`src/sv/pbcp_pkg.sv`:
```
// Shared types and constants of the pileup base-call parser.
// No dependencies; used by every module of the block.
`default_nettype none

package pbcp_pkg;

  localparam int MAX_STRATA    = 1024;
  localparam int STRATUM_W     = 10;
  localparam logic [STRATUM_W-1:0] STRATUM_MAX = STRATUM_W'(MAX_STRATA - 1);

  localparam int INDEL_LIMIT   = 4095;
  localparam int INDEL_ACC_W   = 12;
  localparam int INDEL_W       = 13;
  localparam int INDEL_EXT_W   = INDEL_ACC_W + 4;

  localparam int QUEUE_DEPTH   = 4;
  localparam int QUEUE_PTR_W   = 2;
  localparam int QUEUE_CNT_W   = 3;

  localparam logic [7:0] CH_CARET  = 8'h5E;
  localparam logic [7:0] CH_DOLLAR = 8'h24;
  localparam logic [7:0] CH_STAR   = 8'h2A;
  localparam logic [7:0] CH_DOT    = 8'h2E;
  localparam logic [7:0] CH_COMMA  = 8'h2C;
  localparam logic [7:0] CH_PLUS   = 8'h2B;
  localparam logic [7:0] CH_MINUS  = 8'h2D;
  localparam logic [7:0] CH_ZERO   = 8'h30;
  localparam logic [7:0] CH_NINE   = 8'h39;
  localparam logic [7:0] CASE_OFFSET = 8'h20;

  localparam logic [1:0] STRAND_NONE = 2'd0;
  localparam logic [1:0] STRAND_FWD  = 2'd1;
  localparam logic [1:0] STRAND_REV  = 2'd2;

  localparam logic [1:0] MARK_NONE  = 2'd0;
  localparam logic [1:0] MARK_START = 2'd1;
  localparam logic [1:0] MARK_END   = 2'd2;
  localparam logic [1:0] MARK_GAP   = 2'd3;

  // One result record.
  typedef struct packed {
    logic                      last;
    logic                      unknown_char;
    logic signed [INDEL_W-1:0] indel_length;
    logic [7:0]                start_map_quality;
    logic [1:0]                read_mark;
    logic [1:0]                strand;
    logic [7:0]                base;
    logic [STRATUM_W-1:0]      stratum_index;
  } rec_t;

  // What one character produces: one or two records, first in rec0.
  typedef struct packed {
    rec_t rec0;
    rec_t rec1;
    logic two;
  } entry_t;

endpackage

`default_nettype wire

```
`src/sv/pbcp_front.sv`:
```
// Front end of the pileup base-call parser: accepts characters, runs the
// column parser and packs the records of each character into a queue entry.
// Depends on pbcp_pkg.
`default_nettype none

module pbcp_front (
  input  wire logic             clk,
  input  wire logic             rst_n,
  input  wire logic             in_valid,
  output logic                  in_ready,
  input  wire logic [7:0]       ch,
  input  wire logic [7:0]       ref_base,
  input  wire logic             coverage_zero,
  input  wire logic             line_end,
  input  wire logic             push_room,
  output logic                  push,
  output pbcp_pkg::entry_t      push_entry
);

  typedef enum logic [5:0] {
    PH_BASE       = 6'b000001,
    PH_START_Q    = 6'b000010,
    PH_START_BASE = 6'b000100,
    PH_AFTER_BASE = 6'b001000,
    PH_DIGITS     = 6'b010000,
    PH_SKIP       = 6'b100000
  } phase_t;

  typedef struct packed {
    logic [7:0] base;
    logic [1:0] strand;
    logic [1:0] mark;
    logic       unk;
  } dec_t;

  phase_t                              ph_r, ph_nxt;
  logic                                pend_valid_r, pend_valid_nxt;
  dec_t                                pend_r, pend_nxt;
  logic [7:0]                          mapq_r, mapq_nxt;
  logic [pbcp_pkg::INDEL_ACC_W-1:0]    acc_r, acc_nxt;
  logic                                neg_r, neg_nxt;
  logic [pbcp_pkg::INDEL_ACC_W-1:0]    skip_r, skip_nxt;
  logic [pbcp_pkg::STRATUM_W-1:0]      cnt_r, cnt_nxt;

  logic                                fire;
  logic                                begin_s;
  logic                                emit_a;
  logic                                emit_b;
  pbcp_pkg::rec_t                      rec_a;
  pbcp_pkg::rec_t                      rec_b;
  logic [pbcp_pkg::INDEL_EXT_W-1:0]    acc_mac;
  logic [pbcp_pkg::INDEL_ACC_W-1:0]    acc_m1;
  logic [pbcp_pkg::INDEL_ACC_W-1:0]    skip_dec;

  // Resolves a base character; marks other than a gap are kept.
  function automatic dec_t decode_ch(input logic [7:0] c, input logic [7:0] rb,
                                     input dec_t cur);
    dec_t d;
    d     = cur;
    d.unk = 1'b0;
    case (c) inside
      pbcp_pkg::CH_DOT: begin
        d.strand = pbcp_pkg::STRAND_FWD;
        d.base   = rb;
      end
      pbcp_pkg::CH_COMMA: begin
        d.strand = pbcp_pkg::STRAND_REV;
        d.base   = rb;
      end
      "A", "C", "G", "T", "N": begin
        d.strand = pbcp_pkg::STRAND_FWD;
        d.base   = c;
      end
      "a", "c", "g", "t", "n": begin
        d.strand = pbcp_pkg::STRAND_REV;
        d.base   = c - pbcp_pkg::CASE_OFFSET;
      end
      pbcp_pkg::CH_STAR: begin
        d.base = pbcp_pkg::CH_STAR;
        d.mark = pbcp_pkg::MARK_GAP;
      end
      default: begin
        d.unk  = 1'b1;
        d.base = 8'h00;
      end
    endcase
    return d;
  endfunction

  function automatic pbcp_pkg::rec_t make_rec(
      input logic [pbcp_pkg::STRATUM_W-1:0]   idx,
      input dec_t                             p,
      input logic [7:0]                       mq,
      input logic [pbcp_pkg::INDEL_ACC_W-1:0] acc,
      input logic                             neg,
      input logic                             last);
    pbcp_pkg::rec_t r;
    logic [pbcp_pkg::INDEL_W-1:0] mag;
    mag                 = {1'b0, acc};
    r.stratum_index     = idx;
    r.base              = p.base;
    r.strand            = p.strand;
    r.read_mark         = p.mark;
    r.start_map_quality = mq;
    r.indel_length      = neg ? ($signed(pbcp_pkg::INDEL_W'(0)) - $signed(mag))
                              : $signed(mag);
    r.unknown_char      = p.unk;
    r.last              = last;
    return r;
  endfunction

  assign in_ready = push_room;
  assign fire     = in_valid & push_room;

  assign acc_mac  = {acc_r, 3'b000} + {2'b00, acc_r, 1'b0}
                  + pbcp_pkg::INDEL_EXT_W'(ch - pbcp_pkg::CH_ZERO);
  assign acc_m1   = acc_r - 1'b1;
  assign skip_dec = (skip_r != '0) ? skip_r - 1'b1 : skip_r;

  always_comb begin
    ph_nxt         = ph_r;
    pend_valid_nxt = pend_valid_r;
    pend_nxt       = pend_r;
    mapq_nxt       = mapq_r;
    acc_nxt        = acc_r;
    neg_nxt        = neg_r;
    skip_nxt       = skip_r;
    cnt_nxt        = cnt_r;
    begin_s        = 1'b0;
    emit_a         = 1'b0;

    if (!coverage_zero) begin
      case (ph_r)
        PH_START_Q: begin
          mapq_nxt = ch;
          ph_nxt   = PH_START_BASE;
        end
        PH_START_BASE: begin
          pend_nxt = decode_ch(ch, ref_base, pend_r);
          ph_nxt   = PH_AFTER_BASE;
        end
        PH_AFTER_BASE: begin
          if (ch == pbcp_pkg::CH_DOLLAR) begin
            pend_nxt.mark = pbcp_pkg::MARK_END;
            ph_nxt        = PH_BASE;
          end else if (ch == pbcp_pkg::CH_PLUS || ch == pbcp_pkg::CH_MINUS) begin
            neg_nxt = (ch == pbcp_pkg::CH_MINUS);
            acc_nxt = '0;
            ph_nxt  = PH_DIGITS;
          end else begin
            begin_s = 1'b1;
          end
        end
        PH_DIGITS: begin
          if (ch inside {[pbcp_pkg::CH_ZERO:pbcp_pkg::CH_NINE]}) begin
            acc_nxt = (acc_mac > pbcp_pkg::INDEL_EXT_W'(pbcp_pkg::INDEL_LIMIT))
                    ? pbcp_pkg::INDEL_ACC_W'(pbcp_pkg::INDEL_LIMIT)
                    : acc_mac[pbcp_pkg::INDEL_ACC_W-1:0];
          end else if (acc_r == '0) begin
            begin_s = 1'b1;
          end else begin
            skip_nxt = acc_m1;
            ph_nxt   = (acc_m1 != '0) ? PH_SKIP : PH_BASE;
          end
        end
        PH_SKIP: begin
          skip_nxt = skip_dec;
          if (skip_dec == '0) begin
            ph_nxt = PH_BASE;
          end
        end
        default: begin
          begin_s = 1'b1;
        end
      endcase
    end

    // A new stratum pushes out the pending one and takes its place.
    if (begin_s) begin
      emit_a = pend_valid_r;
      if (pend_valid_r && cnt_r < pbcp_pkg::STRATUM_MAX) begin
        cnt_nxt = cnt_r + 1'b1;
      end
      pend_valid_nxt = 1'b1;
      mapq_nxt       = 8'h00;
      acc_nxt        = '0;
      neg_nxt        = 1'b0;
      skip_nxt       = '0;
      if (ch == pbcp_pkg::CH_CARET) begin
        pend_nxt = '{base: 8'h00, strand: pbcp_pkg::STRAND_NONE,
                     mark: pbcp_pkg::MARK_START, unk: 1'b1};
        ph_nxt   = PH_START_Q;
      end else begin
        pend_nxt = decode_ch(ch, ref_base,
                             '{base: 8'h00, strand: pbcp_pkg::STRAND_NONE,
                               mark: pbcp_pkg::MARK_NONE, unk: 1'b1});
        ph_nxt   = PH_AFTER_BASE;
      end
    end

    rec_a  = make_rec(cnt_r, pend_r, mapq_r, acc_r, neg_r, 1'b0);
    rec_b  = make_rec(cnt_nxt, pend_nxt, mapq_nxt, acc_nxt, neg_nxt, 1'b1);
    emit_b = line_end & pend_valid_nxt;

    // Line end flushes what is pending and returns the line state to reset.
    if (line_end) begin
      ph_nxt         = PH_BASE;
      pend_valid_nxt = 1'b0;
      pend_nxt       = '0;
      mapq_nxt       = 8'h00;
      acc_nxt        = '0;
      neg_nxt        = 1'b0;
      skip_nxt       = '0;
      cnt_nxt        = '0;
    end
  end

  assign push            = fire & (emit_a | emit_b);
  assign push_entry.rec0 = emit_a ? rec_a : rec_b;
  assign push_entry.rec1 = rec_b;
  assign push_entry.two  = emit_a & emit_b;

  always_ff @(posedge clk) begin
    if (!rst_n) begin
      ph_r         <= PH_BASE;
      pend_valid_r <= 1'b0;
      pend_r       <= '0;
      mapq_r       <= 8'h00;
      acc_r        <= '0;
      neg_r        <= 1'b0;
      skip_r       <= '0;
      cnt_r        <= '0;
    end else if (fire) begin
      ph_r         <= ph_nxt;
      pend_valid_r <= pend_valid_nxt;
      pend_r       <= pend_nxt;
      mapq_r       <= mapq_nxt;
      acc_r        <= acc_nxt;
      neg_r        <= neg_nxt;
      skip_r       <= skip_nxt;
      cnt_r        <= cnt_nxt;
    end
  end

endmodule

`default_nettype wire

```
`src/sv/pbcp_queue.sv`:
```
// Short FIFO of record entries between the parser front end and the
// output stage. Depends on pbcp_pkg.
`default_nettype none

module pbcp_queue (
  input  wire logic              clk,
  input  wire logic              rst_n,
  input  wire logic              push,
  input  wire pbcp_pkg::entry_t  push_entry,
  output logic                   push_room,
  input  wire logic              pop,
  output logic                   head_valid,
  output pbcp_pkg::entry_t       head_entry
);

  pbcp_pkg::entry_t                   slots [pbcp_pkg::QUEUE_DEPTH];
  logic [pbcp_pkg::QUEUE_PTR_W-1:0]   wr_ptr_r, wr_ptr_nxt;
  logic [pbcp_pkg::QUEUE_PTR_W-1:0]   rd_ptr_r, rd_ptr_nxt;
  logic [pbcp_pkg::QUEUE_CNT_W-1:0]   cnt_r, cnt_nxt;
  logic                               do_pop;

  function automatic logic [pbcp_pkg::QUEUE_CNT_W-1:0] QUEUE_CNT_W_ONE(input logic b);
    return {{(pbcp_pkg::QUEUE_CNT_W-1){1'b0}}, b};
  endfunction

  assign push_room  = (cnt_r != pbcp_pkg::QUEUE_CNT_W'(pbcp_pkg::QUEUE_DEPTH));
  assign head_valid = (cnt_r != '0);
  assign head_entry = slots[rd_ptr_r];
  assign do_pop     = pop & head_valid;

  always_comb begin
    wr_ptr_nxt = push   ? wr_ptr_r + 1'b1 : wr_ptr_r;
    rd_ptr_nxt = do_pop ? rd_ptr_r + 1'b1 : rd_ptr_r;
    cnt_nxt    = cnt_r + QUEUE_CNT_W_ONE(push) - QUEUE_CNT_W_ONE(do_pop);
  end

  always_ff @(posedge clk) begin
    if (push) begin
      slots[wr_ptr_r] <= push_entry;
    end
  end

  always_ff @(posedge clk) begin
    if (!rst_n) begin
      wr_ptr_r <= '0;
      rd_ptr_r <= '0;
      cnt_r    <= '0;
    end else begin
      wr_ptr_r <= wr_ptr_nxt;
      rd_ptr_r <= rd_ptr_nxt;
      cnt_r    <= cnt_nxt;
    end
  end

endmodule

`default_nettype wire

```
`src/sv/pbcp_back.sv`:
```
// Output stage of the pileup base-call parser: splits queue entries into
// single records and holds each in the output register. Depends on pbcp_pkg.
`default_nettype none

module pbcp_back (
  input  wire logic              clk,
  input  wire logic              rst_n,
  input  wire logic              head_valid,
  input  wire pbcp_pkg::entry_t  head_entry,
  output logic                   pop,
  output logic                   out_valid,
  input  wire logic              out_ready,
  output pbcp_pkg::rec_t         out_rec
);

  logic            out_valid_r, out_valid_nxt;
  pbcp_pkg::rec_t  out_rec_r, out_rec_nxt;
  logic            half_r, half_nxt;
  logic            load;

  assign load = head_valid & (~out_valid_r | out_ready);
  assign pop  = load & ~(head_entry.two & ~half_r);

  always_comb begin
    out_valid_nxt = out_valid_r;
    out_rec_nxt   = out_rec_r;
    half_nxt      = half_r;
    if (load) begin
      out_valid_nxt = 1'b1;
      out_rec_nxt   = half_r ? head_entry.rec1 : head_entry.rec0;
      half_nxt      = head_entry.two & ~half_r;
    end else if (out_ready) begin
      out_valid_nxt = 1'b0;
    end
  end

  always_ff @(posedge clk) begin
    if (!rst_n) begin
      out_valid_r <= 1'b0;
      half_r      <= 1'b0;
    end else begin
      out_valid_r <= out_valid_nxt;
      half_r      <= half_nxt;
    end
  end

  always_ff @(posedge clk) begin
    out_rec_r <= out_rec_nxt;
  end

  assign out_valid = out_valid_r;
  assign out_rec   = out_rec_r;

endmodule

`default_nettype wire

```
`src/sv/pileup_base_call_parser_top.sv`:
```
// Pileup base-call column parser. It takes one character of a pileup line's
// base-call column per cycle, with the line's reference base, a zero-coverage
// flag and a line-end mark, and returns one record per read of the pile:
// the resolved upper-case base ('.' and ',' become the reference base), the
// strand, the read mark (start with its mapping-quality character, end, or
// deletion gap), the signed indel length and the read's position in the pile.
// A read is held until the next read begins or the line ends, so a record
// leaves zero or more characters after the read's first character, and the
// line-end character can release two records (the last one with tlast set).
// Rate: one character is accepted every cycle while the entry queue between
// the parser and the output stage has room. The output register sends one
// record per cycle while out_tready is high, so a character that releases two
// records holds the output longer than one that releases one; the four-entry
// queue absorbs that and output stalls until it is full.
// Depends on pbcp_pkg, pbcp_front, pbcp_queue and pbcp_back.
`default_nettype none

module pileup_base_call_parser_top (
  input  wire logic        clk,
  input  wire logic        rst_n,
  input  wire logic        in_tvalid,
  output logic             in_tready,
  input  wire logic [15:0] in_tdata,   // ch [7:0], ref_base [15:8]
  input  wire logic        in_tuser,   // coverage_zero
  input  wire logic        in_tlast,   // line end
  output logic             out_tvalid,
  input  wire logic        out_tready,
  output logic [47:0]      out_tdata,  // stratum_index [9:0], base [17:10],
                                       // strand [19:18], read_mark [21:20],
                                       // start_map_quality [29:22],
                                       // indel_length [42:30], zeros above
  output logic             out_tuser,  // unknown_char
  output logic             out_tlast   // final read of the line
);

  logic              push;
  logic              push_room;
  pbcp_pkg::entry_t  push_entry;
  logic              pop;
  logic              head_valid;
  pbcp_pkg::entry_t  head_entry;
  pbcp_pkg::rec_t    out_rec;

  // The front end parses characters and packs their records.
  pbcp_front u_front (
    .clk           (clk),
    .rst_n         (rst_n),
    .in_valid      (in_tvalid),
    .in_ready      (in_tready),
    .ch            (in_tdata[7:0]),
    .ref_base      (in_tdata[15:8]),
    .coverage_zero (in_tuser),
    .line_end      (in_tlast),
    .push_room     (push_room),
    .push          (push),
    .push_entry    (push_entry)
  );

  // The queue lets the parser run ahead while the output is stalled.
  pbcp_queue u_queue (
    .clk        (clk),
    .rst_n      (rst_n),
    .push       (push),
    .push_entry (push_entry),
    .push_room  (push_room),
    .pop        (pop),
    .head_valid (head_valid),
    .head_entry (head_entry)
  );

  // The output stage sends each entry's records one per cycle unless stalled.
  pbcp_back u_back (
    .clk        (clk),
    .rst_n      (rst_n),
    .head_valid (head_valid),
    .head_entry (head_entry),
    .pop        (pop),
    .out_valid  (out_tvalid),
    .out_ready  (out_tready),
    .out_rec    (out_rec)
  );

  assign out_tdata = {5'b00000,
                      out_rec.indel_length,
                      out_rec.start_map_quality,
                      out_rec.read_mark,
                      out_rec.strand,
                      out_rec.base,
                      out_rec.stratum_index};
  assign out_tuser = out_rec.unknown_char;
  assign out_tlast = out_rec.last;

endmodule

`default_nettype wire

```
`config.mk`:
```
export PLATFORM = sky130hd
export DESIGN_NAME = pileup_base_call_parser_top
export DESIGN_NICKNAME = d
export VERILOG_FILES = /design/src/sv/pbcp_pkg.sv /design/src/sv/pbcp_front.sv /design/src/sv/pbcp_queue.sv /design/src/sv/pbcp_back.sv /design/src/sv/pileup_base_call_parser_top.sv
export SDC_FILE = /design/constraint.sdc
export NUM_CORES = 1
export LEC_CHECK = 0
export BUFFER_PORTS_ARGS = -buffer_cell sky130_fd_sc_hd__buf_4
export CAP_MARGIN = 25
export CORE_UTILIZATION = 38
export DETAILED_ROUTE_END_ITERATION = 7
export PLACE_DENSITY = 0.61
export SYNTH_ARGS = -nofsm -noshare
export SYNTH_HDL_FRONTEND = slang
export SYNTH_SLANG_ARGS = --single-unit
```
`constraint.sdc`:
```
create_clock -name clk -period 6 [get_ports clk]
set_clock_uncertainty 0.1 [all_clocks]
set_input_delay 0.3 -clock clk [delete_from_list [all_inputs] [get_ports clk]]
set_output_delay 0.3 -clock clk [all_outputs]
set_load 0.05 [all_outputs]
```
; ---- After elaboration in Yosys (flattened, before gate mapping)
; Memories as Yosys holds them, arrays and structs flattened. A register that Yosys moved wholly into a read port is not among the register bits.
; Index checks and enable logic that the tools add are counted.
[totals]
word_cells = 193
latch_bits = 0
output_inout_bits = 52
romBits = 0
input_bits = 22
mem_count = 1
ramBits = 360
reg_bits = 117
[memory_table]
columns = name, depth, width, read_ports, rd_clocked_by_memory_dff, wr, line
row1 = u_queue.slots, 4, 90, 1, 1, 1, pbcp_queue.sv:16  ; pbcp_pkg::entry_t slots [pbcp_pkg::QUEUE_DEPTH];
[op_classes]
addsub = 13
shift = 0
mux = 94
n_reduce_logical = 16
n_mul = 0
bitwise = 13
n_lt_le_gt_ge = 4
div_mod_pow = 0
eq_ne = 28
[ops]
columns = op, count
row1 = $mux W12, 13
row2 = $mux W45, 2
row3 = $eq A8 B7 Y1 const B, 11
row4 = $mux W13, 6
row5 = $mux W8, 8
row6 = $mux W6, 10
row7 = $eq A8 B6 Y1 const B, 6
row8 = $pmux W12 S2, 2
row9 = $mux W2, 21
row10 = $mux W10, 4
row11 = $pmux W6 S5, 1
row12 = $sub A1 B12 Y13 const A, 2
row13 = $logic_not A12 Y1, 2
row14 = $mux W1, 24
row15 = $reduce_bool A12 Y1, 2
row16 = $sub A12 B1 Y12 const B, 2
row17 = $add A15 B13 Y16, 1
row18 = $add A16 B16 Y16, 1
row19 = $gt A16 B12 Y1 const B, 1
row20 = $add A10 B1 Y10 const B, 1
row21 = $lt A10 B10 Y1 const B, 1
row22 = $reduce_or A5 Y1, 2
row23 = $sub A8 B6 Y9 const B, 1
row24 = $and A1 B1 Y1, 8
row25 = other kinds (30), 36

; ---- Logic depth before layout (Yosys ltp)
[logic_depth]
depth_word = 12
depth_mapped = 23
mapped_depth_nobuf = 21

; ---- By module
; Synthesis repeated with hierarchy kept, for this count alone.
[hier_totals]
hier_cells = 1572
hier_area_um2 = 22605.4
[modules_own_cells]
columns = module, area_per_inst_um2, cells_each, instances, seq_area_each_um2
row1 = pbcp_queue, 13694.4, 520, 1, 11110.7
row2 = pbcp_front, 6760.2, 939, 1, 1261.2
row3 = pbcp_back, 2109.5, 107, 1, 1391.3
row4 = pileup_base_call_parser_top, 41.3, 6, 1, 0.0

; ---- Worst setup path after synthesis
; OpenSTA, ideal clock, no wires.
[synth_path]
path_kind = input-to-reg
from = input in_tdata[4]
to = memory u_queue.slots[0][85] in the netlist's numbering, data pin
t_arrival_ps = 5227
cell_stages = 18
path_buffers = 1
t_required_ps = 5699
setup_slack_ps = 473
cell_sequence = ha_1 -> nor3_1 -> fa_1 -> ha_1 -> a21o_1 -> a21o_1 -> a211o_1 -> a2111o_1 -> or3_1 -> clkbuf_1 -> o21ai_0 -> nand2_1 -> nand2_1 -> ha_1 -> o211ai_1 -> a211oi_1 -> mux2_2 -> o21ai_0
[synth_lines]
columns = element, line
row1 = from (decl), pileup_base_call_parser_top.sv:23  ; input wire logic [15:0] in_tdata,
row2 = to (decl), pbcp_queue.sv:16

==> results.cfg <==
[sta]
setup_tns_ns = 0
setup_viol = 0
worst_slack_ns = 0.570
period_share = 0.905
rsz0062_at_grt = no
hold_viol = 0
post-route-min-period_ns = 5.43
fmax_mhz = 184
worst_slew_pin_slew_ns = 0.864
relSlewSlack = 0.420
slew_viol_final = 0

[synth]
synth-edff-count = 405
syn_avg_cell_area_um2 = 13.3
ys_seq_area_frac = 0.622
synth_cells = 1645
ys_warn_count = 0
synth-main-ff-cell = edfxtp_1
synth.distinct_cells = 86
synth_area_um2 = 21900
ys_async_sr_fraction = 0
ys_ff_latch = 479

[cells_and_area]
nets = 1767
instances_no_fill = 2493
layout-drive-gt1-share = 0.179
num_antenna_cells = 0
areaGrowthSynthToFinish_pct = 13.1
postLayoutCellArea_um2 = 24800

[drt]
firstDrtPassIters = 7
drt_drc_violations_left = 0
num_vias = 13562
ant_nets = 0
wl_um = 51800
drt_iter0_markers = 1038
avgViaCountPerCell = 5.44
wire_per_inst_um = 20.8

[floorplanning]
die_w_um = 242
rows = 87
io_pins = 74
die-area_um2 = 58700
die_h_um = 242
core_area_um2 = 56700
initial_core_util = 0.387

[global_route]
grt_overflow_total = 0
grt_max_degree = 57
grt_pass1_vias = 13723
grt.total_usage = 0.176
grt_pass1_wl_um = 80400
antenna_found_initial = 1

[clock_network]
numCtsBuffers = 47
root_buffer = clkbuf_16
clkSinkCount = 479
path_clk_slew_ns = 0.06
h-tree-depth = 2
post_cts_buffers = 0
clk_latency_ns = 0.58
cts_tree = yes
clock_path_buffers = 3

[setup_path]
required_ns = 6.28
critPathMaxStageDelay_ns = 0.55
crit_family = compound AO/OA/AOI/OAI gates
worstSetupPathType = reg -> reg
path_buf_inv = 2
startpoint_type = flip-flop
endpoint_kind = flip-flop
cp_cell_sequence = inv_1 -> fa_1 -> inv_1 -> ha_1 -> nand3_1 -> o211ai_2 -> a31oi_1 -> o21a_1 -> a2111o_1 -> or3_1 -> o21ai_0 -> nand2_1 -> nand2_1 -> ha_1 -> o211ai_1 -> a211oi_1 -> mux2_2 -> o21ai_1
worstPathArrival_ns = 5.71
critical-path-slowest-cell = fa_1
path_max_fanout = 8

[place]
dp_hpwl_um = 33000
dp_slack_ns = 0.337
gp_congestion = 0.891
portBuffers = 68
dp.cells = 2403
placed_cell_area_um2 = 23300

[power_and_ir_drop]
intPower_w = 0.00644
peakVddDrop_mv = 0.262
leakagePower_nw = 8.58
switching_share = 0.314
power_frac_comb = 0.254
cellPowerDensity_nw_per_um2 = 378
p_sw_w = 0.00295
pwr-share-seq = 0.441
clkPwrFrac = 0.305

[min_path]
hold_path_class = in -> reg

[status]
outcome = complete, no violations

[flow_run]
timing.max_cap.violations = 0
layout by cell type (no fill, tap or decap), types with 6 or more instances in the layout:
cell,synthesis,routed
edfxtp_1,405,405
nand2_1,221,220
nor2_1,167,166
buf_4,8,98
mux4_2,90,90
dfxtp_1,74,71
a21oi_1,60,60
clkbuf_16,0,47
a22oi_1,46,46
o21ai_0,43,42
inv_1,42,41
xnor2_1,39,39
ha_1,35,35
nor3_1,28,28
xor2_1,21,21
a31oi_1,16,16
a21o_1,15,15
o211ai_1,14,14
nand3_1,14,14
and3_1,13,13
nand2b_1,12,12
fa_1,12,12
clkbuf_1,70,12
mux2i_1,11,11
clkinv_2,0,11
o22ai_1,10,10
or3_1,9,9
and2_1,12,8
a2111oi_0,8,8
o21a_1,7,7
nor4_1,6,6
o21ai_1,5,6
final timing paths:
path / cells past startpoint / startpoint / to / slack (ns)
max: 18 / u_front.acc_r[4]$_SDFFE_PN0P_ / u_queue.slots[0][85]$_DFFE_PP_ / 0.57
min: 3 / out_tready / u_back.out_valid$_SDFFE_PN0P_ / 0.03
max reg2reg: 18 / u_front.acc_r[4]$_SDFFE_PN0P_ / u_queue.slots[0][85]$_DFFE_PP_ / 0.57
min reg2reg: 2 / u_front.pend_r[3]$_SDFFE_PN0P_ / u_front.pend_r[3]$_SDFFE_PN0P_ / 0.42
cells in the mapped netlist, types with 16 or more instances:
cell type	instances	share of area
ha_1	35	0.020
o21ai_0	43	0.0098
nand2_1	221	0.038
nor3_1	28	0.0064
a21oi_1	60	0.014
a22oi_1	46	0.016
xnor2_1	39	0.016
buf_1	17	0.0029
clkbuf_1	70	0.012
mux4_2	90	0.092
dfxtp_1	74	0.068
edfxtp_1	405	0.55
inv_1	42	0.0072
nor2_1	167	0.029
a31oi_1	16	0.0046
xor2_1	21	0.0084
worst min-delay path: stages:
cell      delay, ns
buf_4          0.07
nand2b_1       0.16
a21oi_1        0.11
sequential cells by signal, summed over array words and instances (netlist names), 2 cells and up, named ones only:
name              cells
u_queue.cnt_r         3
u_front.skip_r       12
u_queue.wr_ptr_r      2
u_front.mapq_r        8
u_front.cnt_r        10
u_front.acc_r        12
u_back.out_rec       45
u_front.pend_r       13
u_queue.slots       360
u_front.ph_r          6
u_queue.rd_ptr_r      2
cell type report:
cell class,instances,area (um^2)
clock buffer,63,1280
clock inverter,25,214
fill,5008,31900
inverter,45,169
multi-input combinational,1021,7730
sequential,479,13700
tap,756,946
timing repair buffer,104,836
power by group through the flow:
| stage | combinational, W | clock (W) | sequential [W] |
|---|---|---|---|
| final | 0.00239 | 0.00287 | 0.00414 |
| after global placement | 0.00241 | 0 | 0.00421 |
| after CTS | 0.00244 | 0.00294 | 0.00415 |
| after detailed placement | 0.00243 | 0 | 0.00421 |
| after global routing | 0.00255 | 0.00306 | 0.00418 |
| after floorplan | 0.00120 | 0 | 0.00472 |
cell families (layout without fill, tap and decap cells):
family / count (synthesis) / count (layout) / share of synthesized area
other: 1 / 5 / 0.000171
muxes: 104 / 104 / 0.0989
buffers and inverters: 149 / 237 / 0.0279
xor gates and xnor gates: 60 / 60 / 0.0239
DFF: 479 / 479 / 0.622
adders and majority gates: 47 / 47 / 0.0309
AOI/OAI and AO/OA: 279 / 279 / 0.0872
and+or+nand+nor: 526 / 526 / 0.109
routing by layer:
| layer | share of wire | vias to the layer above | wire, um | global-route usage |
|---|---|---|---|---|
| li1 | - | 6265 | - | - |
| met1 | 0.43 | 6832 | 22400 | 0.234 |
| met2 | 0.48 | 377 | 25100 | 0.296 |
| met3 | 0.054 | 86 | 2800 | 0.0263 |
| met4 | 0.029 | 2 | 1480 | 0.0577 |
| met5 | 0.00017 | - | 9 | 0 |
stage by stage:
step	total power, W	util	hold slack (ns)
finish	0.00939	0.438	0.0326
global route	0.00979	0.438	0.0172
CTS	0.00953	0.438	0.00492
detailed placement	0.00664	0.411	0.407
global placement	0.00662	0.411	0.390
floorplan	0.00592	-	0.322
timing repair:
item | CTS | global route
hold buffers | 2 | 0
endpoints found under the setup margin | 0 | 4
endpoints found under the hold margin | 4 | 0
gates resized for setup | 0 | 1
Power figures use the tool's default switching activity.
